### src/rtl/ccsd_pkg.sv
// Package for the cheat code string decoder.
// Holds the letter table, the per-character and result types and the
// address descramble. No dependencies.
package ccsd_pkg;

  localparam logic [7:0] CharDash  = 8'h2D;
  localparam logic [3:0] CountDash = 4'd4;
  localparam logic [3:0] CountMax  = 4'd10;
  localparam logic [3:0] LenSubst  = 4'd9;
  localparam logic [3:0] LenHex    = 4'd8;

  localparam logic KindSubst = 1'b0;
  localparam logic KindHex   = 1'b1;

  typedef struct packed {
    logic       ok;
    logic [3:0] nib;
  } nibble_t;

  typedef struct packed {
    logic    is_dash;
    nibble_t subst;
    nibble_t hex;
  } char_info_t;

  typedef struct packed {
    logic        valid;
    logic        kind;
    logic [23:0] addr;
    logic [7:0]  value;
  } result_t;

  function automatic logic [7:0] fold_case(input logic [7:0] c);
    logic [7:0] r;
    r = c;
    if (c >= 8'h61 && c <= 8'h7A) begin
      r = c - 8'd32;
    end
    return r;
  endfunction

  // letter table "DF4709156BC8A23E"
  function automatic nibble_t subst_lookup(input logic [7:0] c);
    nibble_t r;
    r.ok = 1'b1;
    unique case (c)
      8'h44:   r.nib = 4'h0;
      8'h46:   r.nib = 4'h1;
      8'h34:   r.nib = 4'h2;
      8'h37:   r.nib = 4'h3;
      8'h30:   r.nib = 4'h4;
      8'h39:   r.nib = 4'h5;
      8'h31:   r.nib = 4'h6;
      8'h35:   r.nib = 4'h7;
      8'h36:   r.nib = 4'h8;
      8'h42:   r.nib = 4'h9;
      8'h43:   r.nib = 4'hA;
      8'h38:   r.nib = 4'hB;
      8'h41:   r.nib = 4'hC;
      8'h32:   r.nib = 4'hD;
      8'h33:   r.nib = 4'hE;
      8'h45:   r.nib = 4'hF;
      default: begin
        r.ok  = 1'b0;
        r.nib = 4'h0;
      end
    endcase
    return r;
  endfunction

  function automatic nibble_t hex_lookup(input logic [7:0] c);
    nibble_t r;
    r.ok  = 1'b0;
    r.nib = 4'h0;
    if (c >= 8'h30 && c <= 8'h39) begin
      r.ok  = 1'b1;
      r.nib = c[3:0];
    end else if (c >= 8'h41 && c <= 8'h46) begin
      r.ok  = 1'b1;
      r.nib = c[3:0] + 4'd9;
    end
    return r;
  endfunction

  function automatic logic [23:0] descramble(input logic [31:0] r);
    return {r[13:10], r[5:2], r[23:20], r[1:0], r[15:14], r[19:16], r[9:6]};
  endfunction

endpackage

### src/rtl/cheat_code_string_decoder.sv
// Top level of the cheat code string decoder: handshake and result register.
// Depends on ccsd_pkg, ccsd_char_decode and ccsd_accum.
//
// Takes one character per cycle; a string of N characters gives its single
// result in the cycle after its last character is transferred, held in an
// output register. The input stalls only while that register is full and
// not being taken; otherwise a new character is accepted every cycle,
// as the accumulator updates its state on every accepted character.
module cheat_code_string_decoder import ccsd_pkg::*; (
  input  logic        clk_i,
  input  logic        rst_ni,
  input  logic        in_valid_i,
  output logic        in_ready_o,
  input  logic [7:0]  character_i,
  input  logic        last_char_i,
  output logic        out_valid_o,
  input  logic        out_ready_i,
  output logic        code_valid_o,
  output logic        code_kind_o,
  output logic [23:0] target_address_o,
  output logic [7:0]  patch_value_o
);

  char_info_t info;
  result_t    res, res_q;
  logic       out_valid_q, out_valid_d;
  logic       accept;

  assign in_ready_o = !out_valid_q || out_ready_i;
  assign accept     = in_valid_i && in_ready_o;

  ccsd_char_decode u_decode (
    .character_i (character_i),
    .info_o      (info)
  );

  ccsd_accum u_accum (
    .clk_i  (clk_i),
    .rst_ni (rst_ni),
    .step_i (accept),
    .last_i (last_char_i),
    .info_i (info),
    .res_o  (res)
  );

  always_comb begin
    out_valid_d = out_valid_q;
    if (accept && last_char_i) begin
      out_valid_d = 1'b1;
    end else if (out_ready_i) begin
      out_valid_d = 1'b0;
    end
  end

  always_ff @(posedge clk_i or negedge rst_ni) begin
    if (!rst_ni) begin
      out_valid_q <= 1'b0;
    end else begin
      out_valid_q <= out_valid_d;
    end
  end

  always_ff @(posedge clk_i) begin
    if (accept && last_char_i) begin
      res_q <= res;
    end
  end

  assign out_valid_o      = out_valid_q;
  assign code_valid_o     = res_q.valid;
  assign code_kind_o      = res_q.kind;
  assign target_address_o = res_q.addr;
  assign patch_value_o    = res_q.value;

  a_ready_when_empty: assert property (@(posedge clk_i) disable iff (!rst_ni)
    !out_valid_o |-> in_ready_o)
    else $error("input stalled with empty result register");

  a_last_gives_result: assert property (@(posedge clk_i) disable iff (!rst_ni)
    (in_valid_i && in_ready_o && last_char_i) |=> out_valid_o)
    else $error("last character transfer gave no result");

  a_no_spurious_result: assert property (@(posedge clk_i) disable iff (!rst_ni)
    (!out_valid_o && !(in_valid_i && in_ready_o && last_char_i)) |=> !out_valid_o)
    else $error("result appeared without a last character");

  a_reject_zero: assert property (@(posedge clk_i) disable iff (!rst_ni)
    (out_valid_o && !code_valid_o) |->
      (!code_kind_o && target_address_o == 24'd0 && patch_value_o == 8'd0))
    else $error("rejected string carries non-zero fields");

endmodule

### src/rtl/ccsd_char_decode.sv
// Character classifier: case fold, dash detection, letter table and hex digit lookup.
// Depends on ccsd_pkg.
module ccsd_char_decode import ccsd_pkg::*; (
  input  logic [7:0] character_i,
  output char_info_t info_o
);

  logic [7:0] folded;

  always_comb begin
    folded         = fold_case(character_i);
    info_o.is_dash = (folded == CharDash);
    info_o.subst   = subst_lookup(folded);
    info_o.hex     = hex_lookup(folded);
  end

endmodule

### src/rtl/ccsd_accum.sv
// String state: count, dash flag, both accumulators and error flags, plus the
// end-of-string result decision. Depends on ccsd_pkg.
module ccsd_accum import ccsd_pkg::*; (
  input  logic       clk_i,
  input  logic       rst_ni,
  input  logic       step_i,
  input  logic       last_i,
  input  char_info_t info_i,
  output result_t    res_o
);

  logic [3:0]  count_q, count_d;
  logic [31:0] sub_acc_q, sub_acc_d;
  logic [31:0] hex_acc_q, hex_acc_d;
  logic        sub_bad_q, sub_bad_d;
  logic        hex_bad_q, hex_bad_d;
  logic        dash_q, dash_d;

  always_comb begin
    count_d   = (count_q < CountMax) ? count_q + 4'd1 : count_q;
    dash_d    = dash_q | ((count_q == CountDash) & info_i.is_dash);
    sub_acc_d = sub_acc_q;
    sub_bad_d = sub_bad_q;
    if (!info_i.is_dash) begin
      if (info_i.subst.ok) begin
        sub_acc_d = {sub_acc_q[27:0], info_i.subst.nib};
      end else begin
        sub_bad_d = 1'b1;
      end
    end
    hex_acc_d = hex_acc_q;
    hex_bad_d = hex_bad_q;
    if (info_i.hex.ok) begin
      hex_acc_d = {hex_acc_q[27:0], info_i.hex.nib};
    end else begin
      hex_bad_d = 1'b1;
    end

    res_o = '0;
    if (count_d == LenSubst && dash_d) begin
      if (!sub_bad_d) begin
        res_o.valid = 1'b1;
        res_o.kind  = KindSubst;
        res_o.addr  = descramble(sub_acc_d);
        res_o.value = sub_acc_d[31:24];
      end
    end else if (count_d == LenHex) begin
      if (!hex_bad_d) begin
        res_o.valid = 1'b1;
        res_o.kind  = KindHex;
        res_o.addr  = hex_acc_d[31:8];
        res_o.value = hex_acc_d[7:0];
      end
    end
  end

  always_ff @(posedge clk_i or negedge rst_ni) begin
    if (!rst_ni) begin
      count_q   <= '0;
      sub_acc_q <= '0;
      hex_acc_q <= '0;
      sub_bad_q <= 1'b0;
      hex_bad_q <= 1'b0;
      dash_q    <= 1'b0;
    end else if (step_i) begin
      if (last_i) begin
        count_q   <= '0;
        sub_acc_q <= '0;
        hex_acc_q <= '0;
        sub_bad_q <= 1'b0;
        hex_bad_q <= 1'b0;
        dash_q    <= 1'b0;
      end else begin
        count_q   <= count_d;
        sub_acc_q <= sub_acc_d;
        hex_acc_q <= hex_acc_d;
        sub_bad_q <= sub_bad_d;
        hex_bad_q <= hex_bad_d;
        dash_q    <= dash_d;
      end
    end
  end

endmodule

### config.mk
export PLATFORM = sky130hd
export DESIGN_NAME = cheat_code_string_decoder
export DESIGN_NICKNAME = d
export VERILOG_FILES = /design/src/rtl/ccsd_pkg.sv /design/src/rtl/cheat_code_string_decoder.sv /design/src/rtl/ccsd_char_decode.sv /design/src/rtl/ccsd_accum.sv
export SDC_FILE = /design/constraint.sdc
export NUM_CORES = 1
export LEC_CHECK = 0
export CAP_MARGIN = 20
export CORE_UTILIZATION = 60
export DETAILED_ROUTE_END_ITERATION = 10
export DONT_BUFFER_PORTS = 1
export GPL_TIMING_DRIVEN = 0
export PLACE_DENSITY_LB_ADDON = 0.2
export SYNTH_ARGS = -nofsm -noshare
export SYNTH_HDL_FRONTEND = slang
export SYNTH_SLANG_ARGS = --single-unit
### constraint.sdc
create_clock -name clk_i -period 3.8 [get_ports clk_i]
set_input_delay 0.57 -clock clk_i [delete_from_list [all_inputs] [get_ports clk_i]]
set_output_delay 0.57 -clock clk_i [all_outputs]
set_load 0.05 [all_outputs]
==> flow_metrics.tcl, run 1 <==
set metrics [dict create \
    hold_viol 0 \
    seq_area_sq_um 2720 \
    post-route-period-util 0.911 \
    avgViaCountPerCell 6.41 \
    gp_congestion 0.900 \
    max_freq_mhz 289 \
    slowest_stage "nor3b_2" \
    hp-class "primary input to async pin" \
    io_pins 49 \
    rows 33 \
    die_h_um 94.4 \
    vdd_drop_max_v 0.000280 \
    placed_area_sq_um 5280 \
    ant_nets 0 \
    worstPathCellList "clkbuf_1, inv_1, ha_1, clkbuf_1, nand4_1, nor3b_2, a31oi_1, nor4b_2, o21ai_1, clkbuf_2, o21ai_1" \
    antenna_found_initial 0 \
    synth_edf_count 34 \
    wl_met1_um 5210 \
    critPathMaxFanout 10 \
    async_reset_ff_frac 0.667 \
    final_cells 593 \
    grt_pass1_vias 3597 \
    critPathKind "primary input to register" \
    path_clk_slew_ps 120 \
    tritoncts.num_buffers 9 \
    avgSynthCellArea_sq_um 10.9 \
    clk_latency_ps 380 \
    ff2ff_path_depth 9 \
    r2r_start "u_accum.count_q[1]$_DFFE_PN0P_" \
    dp_slack_ps -283 \
    overflow 0 \
    synth_most_common_cell "dfrtp_1" \
    die_area_sq_um 8910 \
    fin_crit_ps 3460 \
    cpPeakStageDelay_ps 560 \
    maxCapViolations 0 \
    drv_slew 0 \
    avgRoutedWirePerCell_um 19.9 \
    netlist_area_sq_um 5120 \
    slew_headroom 0.573 \
    total_power_mw 2.15 \
    routed.top_layer "met4" \
    synth_top_area_frac 0.332 \
    synth_nets 492 \
    drt_iter0_drc 361 \
    routed_wl_um 11800 \
    worst_pin_slew_ps 639 \
    leakagePower_nw 2.40 \
    worstSetupStartpointType "primary input" \
    whs_ps 38.8 \
    multi_input_area_sq_um 2210 \
    crit_path_end_kind "register" \
    grt_usage 0.289 \
    final_util 0.668 \
    hpwl_um 8330 \
    wl_met3_um 802 \
    clk_path_buf_depth 2 \
    dpl.cell_count 576 \
    synth_ff_type "dfrtp_1" \
    diodes 0 \
    critPathRequiredTime_ps 4010 \
    status "finished, final reports clean" \
    post-route-drc-count 0 \
    crit_cells 11 \
    grt_pass1_wl_um 19100 \
    crit_end "target_address_o[0]$_DFFE_PP_" \
    via_count 3804 \
    synth_cells 470 \
    synth_area_leader_cell "dfrtp_1" \
    setup_ws_ps 340 \
    final_area_sq_um 5520 \
    seq_area_frac_synth 0.531 \
    die_w_um 94.4 \
    rrSetupSlack_ps 820 \
    post_cts_buffers 0 \
    port_buffers 0 \
    arrival_ps 3670 \
    fin_skew_ps 13.8 \
    nFillCells 638 \
    synth_seq_cells 102 \
    setup_viol 0 \
    cts_tree "done" \
    setup-tns-final_ps 0 \
    nNetsFinal 505 \
    synthTopCellsByCount "dfrtp_1, mux2i_1, nor2_1, nand2_1, edfxtp_1" \
    cts_root_buffer "clkbuf_8" \
    critPathTopFamily "simple AND/OR/NAND/NOR gates" \
    wl_met2_um 5610 \
    ys_warn_count 0 \
    ys_top_cells_by_area "dfrtp_1, edfxtp_1, mux2i_1" \
    clock-sinks 102 \
    worstReg2RegEnd "target_address_o[11]$_DFFE_PP_" \
    coreArea_sq_um 8260 \
    area_growth_pct 7.67 \
    grt_max_degree 69 \
    dr.pass1.iters 7 \
    startpoint "character_i[1]" \
    p_per_area_nw_per_um2 390 \
    ys_types 59 \
    layout-drive-gt1-share 0.102 \
    start_util 0.620 \
    h-tree-depth 3 \
    cp_num_buf_inv 4 \
    rsz0062_at_grt "no" \
]
-- worst min path at each step --
stage / slack [ps] / from / cells after the start / to
2_1_floorplan: 270 / rst_ni / 0 / out_valid_o$_DFFE_PN0P_
3_3_place_gp: 280 / rst_ni / 0 / u_accum.count_q[2]$_DFFE_PN0P_
3_5_place_dp: 280 / rst_ni / 0 / u_accum.count_q[2]$_DFFE_PN0P_
4_1_cts: 60 / rst_ni / 1 / u_accum.count_q[2]$_DFFE_PN0P_
5_1_grt: 60 / rst_ni / 1 / u_accum.count_q[3]$_DFFE_PN0P_
6_report: 40 / rst_ni / 1 / u_accum.count_q[2]$_DFFE_PN0P_
-- state kept, by name, summed over array words and instances (netlist names), 4 cells and up --
signal and flops:
patch_value_o 8, u_accum.hex_acc_q 28, u_accum.sub_acc_q 32, u_accum.count_q 4
target_address_o 24
-- power breakdown --
part | leakage (nW) | internal (mW) | switching [mW] | total, mW
clock network | 0.104 | 0.268 | 0.441 | 0.709
registers | 1.27 | 1.17 | 0.0795 | 1.25
logic | 1.03 | 0.0696 | 0.126 | 0.196
-- metal layers --
metal  track usage  vias to the layer above
met1         0.421                     1883
li1              -                     1742
met5             0                        -
met3        0.0660                       18
met4        0.0910                        0
met2         0.430                      161
-- final cells by class --
type                            instances  area share
Sequential cell                       102       0.494
Buffer                                 33      0.0304
Clock inverter                          7      0.0147
Inverter                                9     0.00612
Multi-Input combinational cell        326       0.400
Tap cell                              105      0.0238
Clock buffer                            9      0.0225
Timing Repair Buffer                    2     0.00862
-- layout by cell type, fill, tap and decap left out, types with 3 or more instances in the layout --
master / instances
buf_4: 4
buf_2: 9
inv_1: 8
a41oi_1: 4
a22o_1: 31
nand2b_1: 5
clkbuf_1: 15
clkbuf_8: 9
mux2i_1: 55
nor2b_1: 4
nor2_1: 49
o21ai_1: 31
nand3_1: 6
nand2_1: 47
o22ai_1: 4
a21oi_1: 11
o31ai_1: 3
nor3b_1: 3
edfxtp_1: 34
dfrtp_1: 68
o21ai_0: 15
ha_1: 9
nor3_1: 5
o2bb2ai_1: 3
-- kinds of logic (layout without fill, tap and decap cells) --
group           after synthesis  count (layout)  share of synthesized area
simple gates                138             138                      0.128
compound gates              122             122                      0.169
flops                       102             102                      0.531
mux                          55              55                      0.107
buf+inv                      42              60                     0.0388
fa+ha+maj                     9               9                     0.0220
xor+xnor                      2               2                    0.00342
-- worst register-to-register path, cell delays in order (launching register included) --
cell and delay (ps):
dfrtp_1 460, ha_1 250, nor4b_1 280, a41oi_1 90, or2_2 310, or3_1 430, a21oi_1 330, clkbuf_1 410
nand2_1 110, o21ai_1 140
-- timing repair --
| action | CTS | global route |
|---|---|---|
| endpoints found under the hold margin | 68 | 0 |
| endpoints found under the setup margin | 0 | 31 |
| resized for setup | 0 | 3 |
| hold buffers | 1 | 0 |
No activity file was read; power rests on OpenSTA's default activity.
==> run 2: changes to the inputs <==
- REMOVE_ABC_BUFFERS: default -> 1
==> run 2 against run 1 <==
Against the previous run:
- worst setup slack improved by 54 ps
- highest routed layer unchanged
- clock power up 6.6%
- global-route usage decreased by 2.5 points
- first-iteration DRC count decreased by 27%
- routed wire length down 7.4%
- largest power group unchanged
- critical path type unchanged
==> flow_metrics.tcl, run 2 (synthesized netlist as in run 1, its figures left out) <==
set metrics [dict create \
    slew_headroom 0.351 \
    placed_area_sq_um 5230 \
    critPathRequiredTime_ps 3990 \
    rows 33 \
    tritoncts.num_buffers 9 \
    r2r_start "u_accum.count_q[1]$_DFFE_PN0P_" \
    grt_max_degree 69 \
    coreArea_sq_um 8260 \
    worst_pin_slew_ps 973 \
    port_buffers 0 \
    nNetsFinal 477 \
    post_cts_buffers 0 \
    clock-sinks 102 \
    status "finished, final reports clean" \
    crit_cells 10 \
    cts-resized-gates 0 \
    vdd_drop_max_v 0.000201 \
    total_power_mw 2.18 \
    diodes 0 \
    h-tree-depth 3 \
    layout-drive-gt1-share 0.0848 \
    avgViaCountPerCell 6.55 \
    avgRoutedWirePerCell_um 19.4 \
    final_area_sq_um 5490 \
    via_count 3701 \
    die_w_um 94.4 \
    clk_latency_ps 360 \
    crit_path_end_kind "register" \
    cts_root_buffer "clkbuf_8" \
    die_h_um 94.4 \
    routed_wl_um 10900 \
    critPathTopFamily "simple AND/OR/NAND/NOR gates" \
    largest_reg_flops 32 \
    ff2ff_path_depth 8 \
    ant_nets 0 \
    worstPathCellList "inv_2, ha_1, nor4b_4, o211ai_2, or2_2, a41oi_2, or2_1, o21ai_2, buf_16, o31ai_1" \
    hpwl_um 7120 \
    setup_viol 0 \
    path_clk_slew_ps 90 \
    cpPeakStageDelay_ps 600 \
    hold_viol 0 \
    slowest_stage "or2_1" \
    top_register "u_accum.sub_acc_q" \
    critPathMaxFanout 20 \
    fin_skew_ps 9.47 \
    antenna_found_initial 0 \
    post-route-period-util 0.897 \
    area_growth_pct 7.16 \
    startpoint "character_i[5]" \
    gp_congestion 0.887 \
    cts_tree "done" \
    arrival_ps 3600 \
    worstSetupStartpointType "primary input" \
    grt_usage 0.264 \
    dr.pass1.iters 6 \
    final_cell_mix "dfrtp_1, mux2i_1, nor2_1" \
    p_per_area_nw_per_um2 397 \
    final_common_cell "dfrtp_1" \
    hold_buffers 1 \
    io_pins 49 \
    die_area_sq_um 8910 \
    overflow 0 \
    nFillCells 651 \
    drt_iter0_drc 264 \
    post-route-drc-count 0 \
    hp-class "primary input to async pin" \
    clk_path_buf_depth 2 \
    start_util 0.620 \
    grt_pass1_vias 3484 \
    drv_slew 0 \
    maxCapViolations 0 \
    fin_crit_ps 3410 \
    max_freq_mhz 294 \
    rsz0062_at_grt "no" \
    cp_num_buf_inv 2 \
    leakagePower_nw 2.37 \
    critPathKind "primary input to register" \
    grt_pass1_wl_um 17900 \
]
-- run 2: cell count changes in the layout (fill, tap and decap cells not counted), moves of 2 or more --
cell,before,now
clkbuf_2,2,0
inv_8,2,0
clkbuf_1,15,1
buf_4,4,1
buf_16,1,4
buf_2,9,0
bufinv_16,0,2
buf_6,2,0
-- run 2: layout make-up --
cell class                 instances  area (sq um)  area share
timing repair buffer               7           153      0.0278
clock buffer                      11           141      0.0258
inverter                           9          33.8     0.00615
tap                              105           131      0.0239
multi-input combinational        326          2230       0.406
clock inverter                     5          80.1      0.0146
sequential                       102          2720       0.496
-- run 2: final timing paths --
kind,end,slack (ps)
setup / recovery,target_address_o[10]$_DFFE_PP_,390
hold / removal,u_accum.sub_acc_q[0]$_DFFE_PN0P_,60
setup reg to reg,target_address_o[10]$_DFFE_PP_,650
hold reg to reg,u_accum.hex_bad_q$_DFFE_PN0P_,510
max in group asynchronous,u_accum.count_q[3]$_DFFE_PN0P_,3430
min in group clk_i,u_accum.hex_acc_q[0]$_DFFE_PN0P_,300
-- run 2: routing by layer --
| layer | vias up | part of all wire | track usage |
|---|---|---|---|
| li1 | 1683 | - | - |
| met1 | 1861 | 0.44 | 0.380 |
| met2 | 139 | 0.48 | 0.406 |
| met3 | 18 | 0.055 | 0.0475 |
| met4 | 0 | 0.018 | 0.0833 |
| met5 | - | 0 | 0 |
-- run 2: stage by stage --
step	utilization	setup slack (ps)	hold WS, ps	std cells	TNS (ps)
after floorplan	-	-1100	274	437	-61630
after global placement	0.616	-2800	277	542	-201930
after detailed placement	0.634	-92.4	276	547	-107
after CTS	0.664	282	88.9	564	0
after global routing	0.665	288	96.7	565	0
final	0.665	393	62.8	565	0
-- run 2: power by group --
group	internal (mW)	switching, mW	total, mW
sequential	1.17	0.0788	1.25
clock	0.390	0.367	0.756
combinational	0.0651	0.113	0.178
total	1.62	0.558	2.18
==> run 3: changes to the inputs <==
--- a/config.mk
+++ b/config.mk
@@ -8,4 +8,5 @@
 export CAP_MARGIN = 20
 export CORE_UTILIZATION = 60
+export CTS_CLUSTER_SIZE = 40
 export DETAILED_ROUTE_END_ITERATION = 10
 export DONT_BUFFER_PORTS = 1
@@ -15,3 +16,4 @@
 export SYNTH_ARGS = -nofsm -noshare
 export SYNTH_HDL_FRONTEND = slang
+export SYNTH_HIERARCHICAL = 1
 export SYNTH_SLANG_ARGS = --single-unit
==> constraint.sdc (replaced) <==
create_clock -name clk_i -period 3.8 [get_ports clk_i]
set_input_delay 0.19 -clock clk_i [delete_from_list [all_inputs] [get_ports clk_i]]
set_output_delay 0.19 -clock clk_i [all_outputs]
set_load 0.05 [all_outputs]
==> run 3 against run 2 <==
Against the previous run:
- the flow now finishes with violations (DRC)
- sequential share of layout area fell by 1.2 points
- clock skew rose by 3.1 ps
- critical path depth up 2
- routed wire length grew 8.1%
- first-iteration DRC count is 30% lower
- synthesized area rose by 7.0%
- via count rose by 3.0%
- worst hold slack got worse by 45 ps
- die area up 6.9%
- sequential cell count increased by 4
- cell area grew 6.2%
- largest cell class unchanged
- highest routed layer unchanged
==> flow_metrics.tcl, run 3 <==
set metrics [dict create \
    switching_power_uw 572 \
    grt_max_degree 73 \
    area_growth_pct 6.34 \
    synth_top_area_frac 0.329 \
    netlist_area_sq_um 5480 \
    drv_slew 0 \
    final_cell_mix "dfrtp_1, a22o_1, mux2i_1" \
    start_util 0.623 \
    synth_edf_count 34 \
    post-route-period-util 0.907 \
    ys_warn_count 6 \
    placed_area_sq_um 5600 \
    synth_most_common_cell "dfrtp_1" \
    via_count 3813 \
    drt_iter0_drc 184 \
    clkPwrFrac 0.305 \
    ys_types 62 \
    hpwl_um 7650 \
    synth_seq_cells 106 \
    violations "DRC" \
    cts_root_buffer "clkbuf_8" \
    crit_path_end_kind "register" \
    coreArea_sq_um 8810 \
    async_reset_ff_frac 0.679 \
    clk_path_buf_depth 2 \
    layout-drive-gt1-share 0.161 \
    diodes 0 \
    whs_ps 17.9 \
    die_w_um 97.6 \
    fin_skew_ps 12.5 \
    grt_usage 0.260 \
    grt_pass1_wl_um 19400 \
    path_clk_slew_ps 100 \
    status "complete, but fails checks" \
    clk_latency_ps 360 \
    fin_crit_ps 3450 \
    final_util 0.662 \
    worst_pin_slew_ps 1050 \
    synth_ff_type "dfrtp_1" \
    nNetsFinal 469 \
    avgSynthCellArea_sq_um 11.9 \
    switching_share 0.275 \
    post_cts_buffers 0 \
    port_buffers 0 \
    routed_wl_um 11800 \
    avgViaCountPerCell 6.80 \
    tritoncts.num_buffers 9 \
    grt_pass1_vias 3688 \
    synth_cells 462 \
    cts_tree "done" \
    setup_viol 0 \
    post-route-drc-count 6 \
    vdd_drop_max_v 0.000206 \
    critPathKind "primary input to register" \
    synthTopCellsByCount "dfrtp_1, a22o_1, mux2i_1, nand2_1, edfxtp_1" \
    gp_congestion 0.915 \
    avgRoutedWirePerCell_um 21.1 \
    antenna_found_initial 0 \
    pwr-share-comb 0.087 \
    rows 34 \
    dr.pass1.iters 8 \
    final_area_sq_um 5830 \
    final_common_cell "dfrtp_1" \
    critPathRequiredTime_ps 4050 \
    critPathMaxFanout 21 \
    rsz0062_at_grt "no" \
    p_per_area_nw_per_um2 357 \
    leakagePower_nw 2.28 \
    ys_top_cells_by_area "dfrtp_1, edfxtp_1, a22o_1" \
    worstSetupStartpointType "primary input" \
    h-tree-depth 3 \
    p_int_mw 1.51 \
    dpl.cell_count 541 \
    arrival_ps 3690 \
    io_pins 49 \
    die_h_um 97.6 \
    seqPwrFrac 0.608 \
    hp-class "primary input to register" \
    maxCapViolations 0 \
    max_freq_mhz 290 \
    final_cells 561 \
    slew_headroom 0.299 \
    ant_nets 0 \
    clock-sinks 106 \
    overflow 0 \
    hold_viol 0 \
    synth_area_leader_cell "dfrtp_1" \
    total_power_mw 2.08 \
    seq_area_frac_synth 0.515 \
    die_area_sq_um 9530 \
]
[run 3: cell count changes in the layout (fill, tap and decap cells not counted), moves of 10 or more]
cell     before  now
nand2_1      47   35
a32o_1        0   12
mux2_2        0   10
o22ai_2       1   19
mux2i_1      55   38
nor2_1       48   14
o21ai_1      30    0
a21oi_1      10   27
a22o_1       31   60
[run 3: final timing paths]
path                                                         from                           endpoint  slack (ps)  cells past startpoint
min in group asynchronous                                  rst_ni  u_accum/sub_acc_q[16]$_DFFE_PN0P_         430                      2
worst max register to register     u_accum/count_q[1]$_DFFE_PN0P_         patch_value_o[1]$_DFFE_PP_         380                      6
max in group asynchronous                                  rst_ni  u_accum/hex_acc_q[22]$_DFFE_PN0P_        3080                      2
worst min register to register  u_accum/sub_acc_q[25]$_DFFE_PN0P_  u_accum/sub_acc_q[29]$_DFFE_PN0P_         500                      1
worst min-delay path                                   in_valid_i            out_valid_o$_DFFE_PN0P_          20                      2
worst max-delay path                               character_i[0]  u_accum/sub_acc_q[31]$_DFFE_PN0P_         350                     12
[run 3: layout make-up]
type	instances	area [sq um]
clock buffers	9	124
clock inverters	7	52.6
fillers	640	2970
inverters	13	48.8
multi-input cells	308	2470
flip-flops and latches	106	2820
well taps	108	135
repair buffers	10	183
[run 3: cell families after synthesis]
| family | Yosys count | synth area share |
|---|---|---|
| compound gates | 163 | 0.248 |
| fa+ha+maj | 8 | 0.0183 |
| flops | 106 | 0.515 |
| buf+inv | 48 | 0.0390 |
| simple gates | 88 | 0.0888 |
| mux | 48 | 0.0899 |
| xor+xnor | 1 | 0.00160 |
[run 3: critical path, cell delays in order]
cell       delay [ps]
inv_1             100
ha_1              190
or4b_4            480
o21ai_0           240
a21o_1            290
a2111oi_0         140
nor3_1            280
o211ai_1          190
nand2b_1          780
nor2_2            300
buf_8             250
a22o_1            240
[run 3: what timing repair did]
action,4_1_cts,5_1_grt
endpoints found under the setup margin,0,22
hold endpoints to repair,78,0
resized for setup,0,2
hold buffers,3,0
[run 3: power groups by stage]
stage          combinational, mW  sequential (mW)  clock [mW]
2_1_floorplan              0.114             1.28           0
3_3_place_gp               0.143             1.29           0
3_5_place_dp               0.159             1.29           0
4_1_cts                    0.182             1.26       0.642
5_1_grt                    0.198             1.27       0.683
6_report                   0.182             1.26       0.635
[run 3: metal layers]
layer  global-route usage  wire, um  up-vias  share of wire
met5                    0         0        -              0
met4               0.0758       184        0          0.016
met3               0.0468       491       14          0.042
met2                0.429      5870      123           0.50
met1                0.351      5280     1926           0.45
li1                     -         -     1750              -
[run 3: metrics by stage]
stage	setup TNS (ps)	setup slack, ps
finish	0	354
global route	0	60.5
CTS	0	74.5
detailed placement	-4430	-300
global placement	-169940	-2640
floorplan	-38060	-980
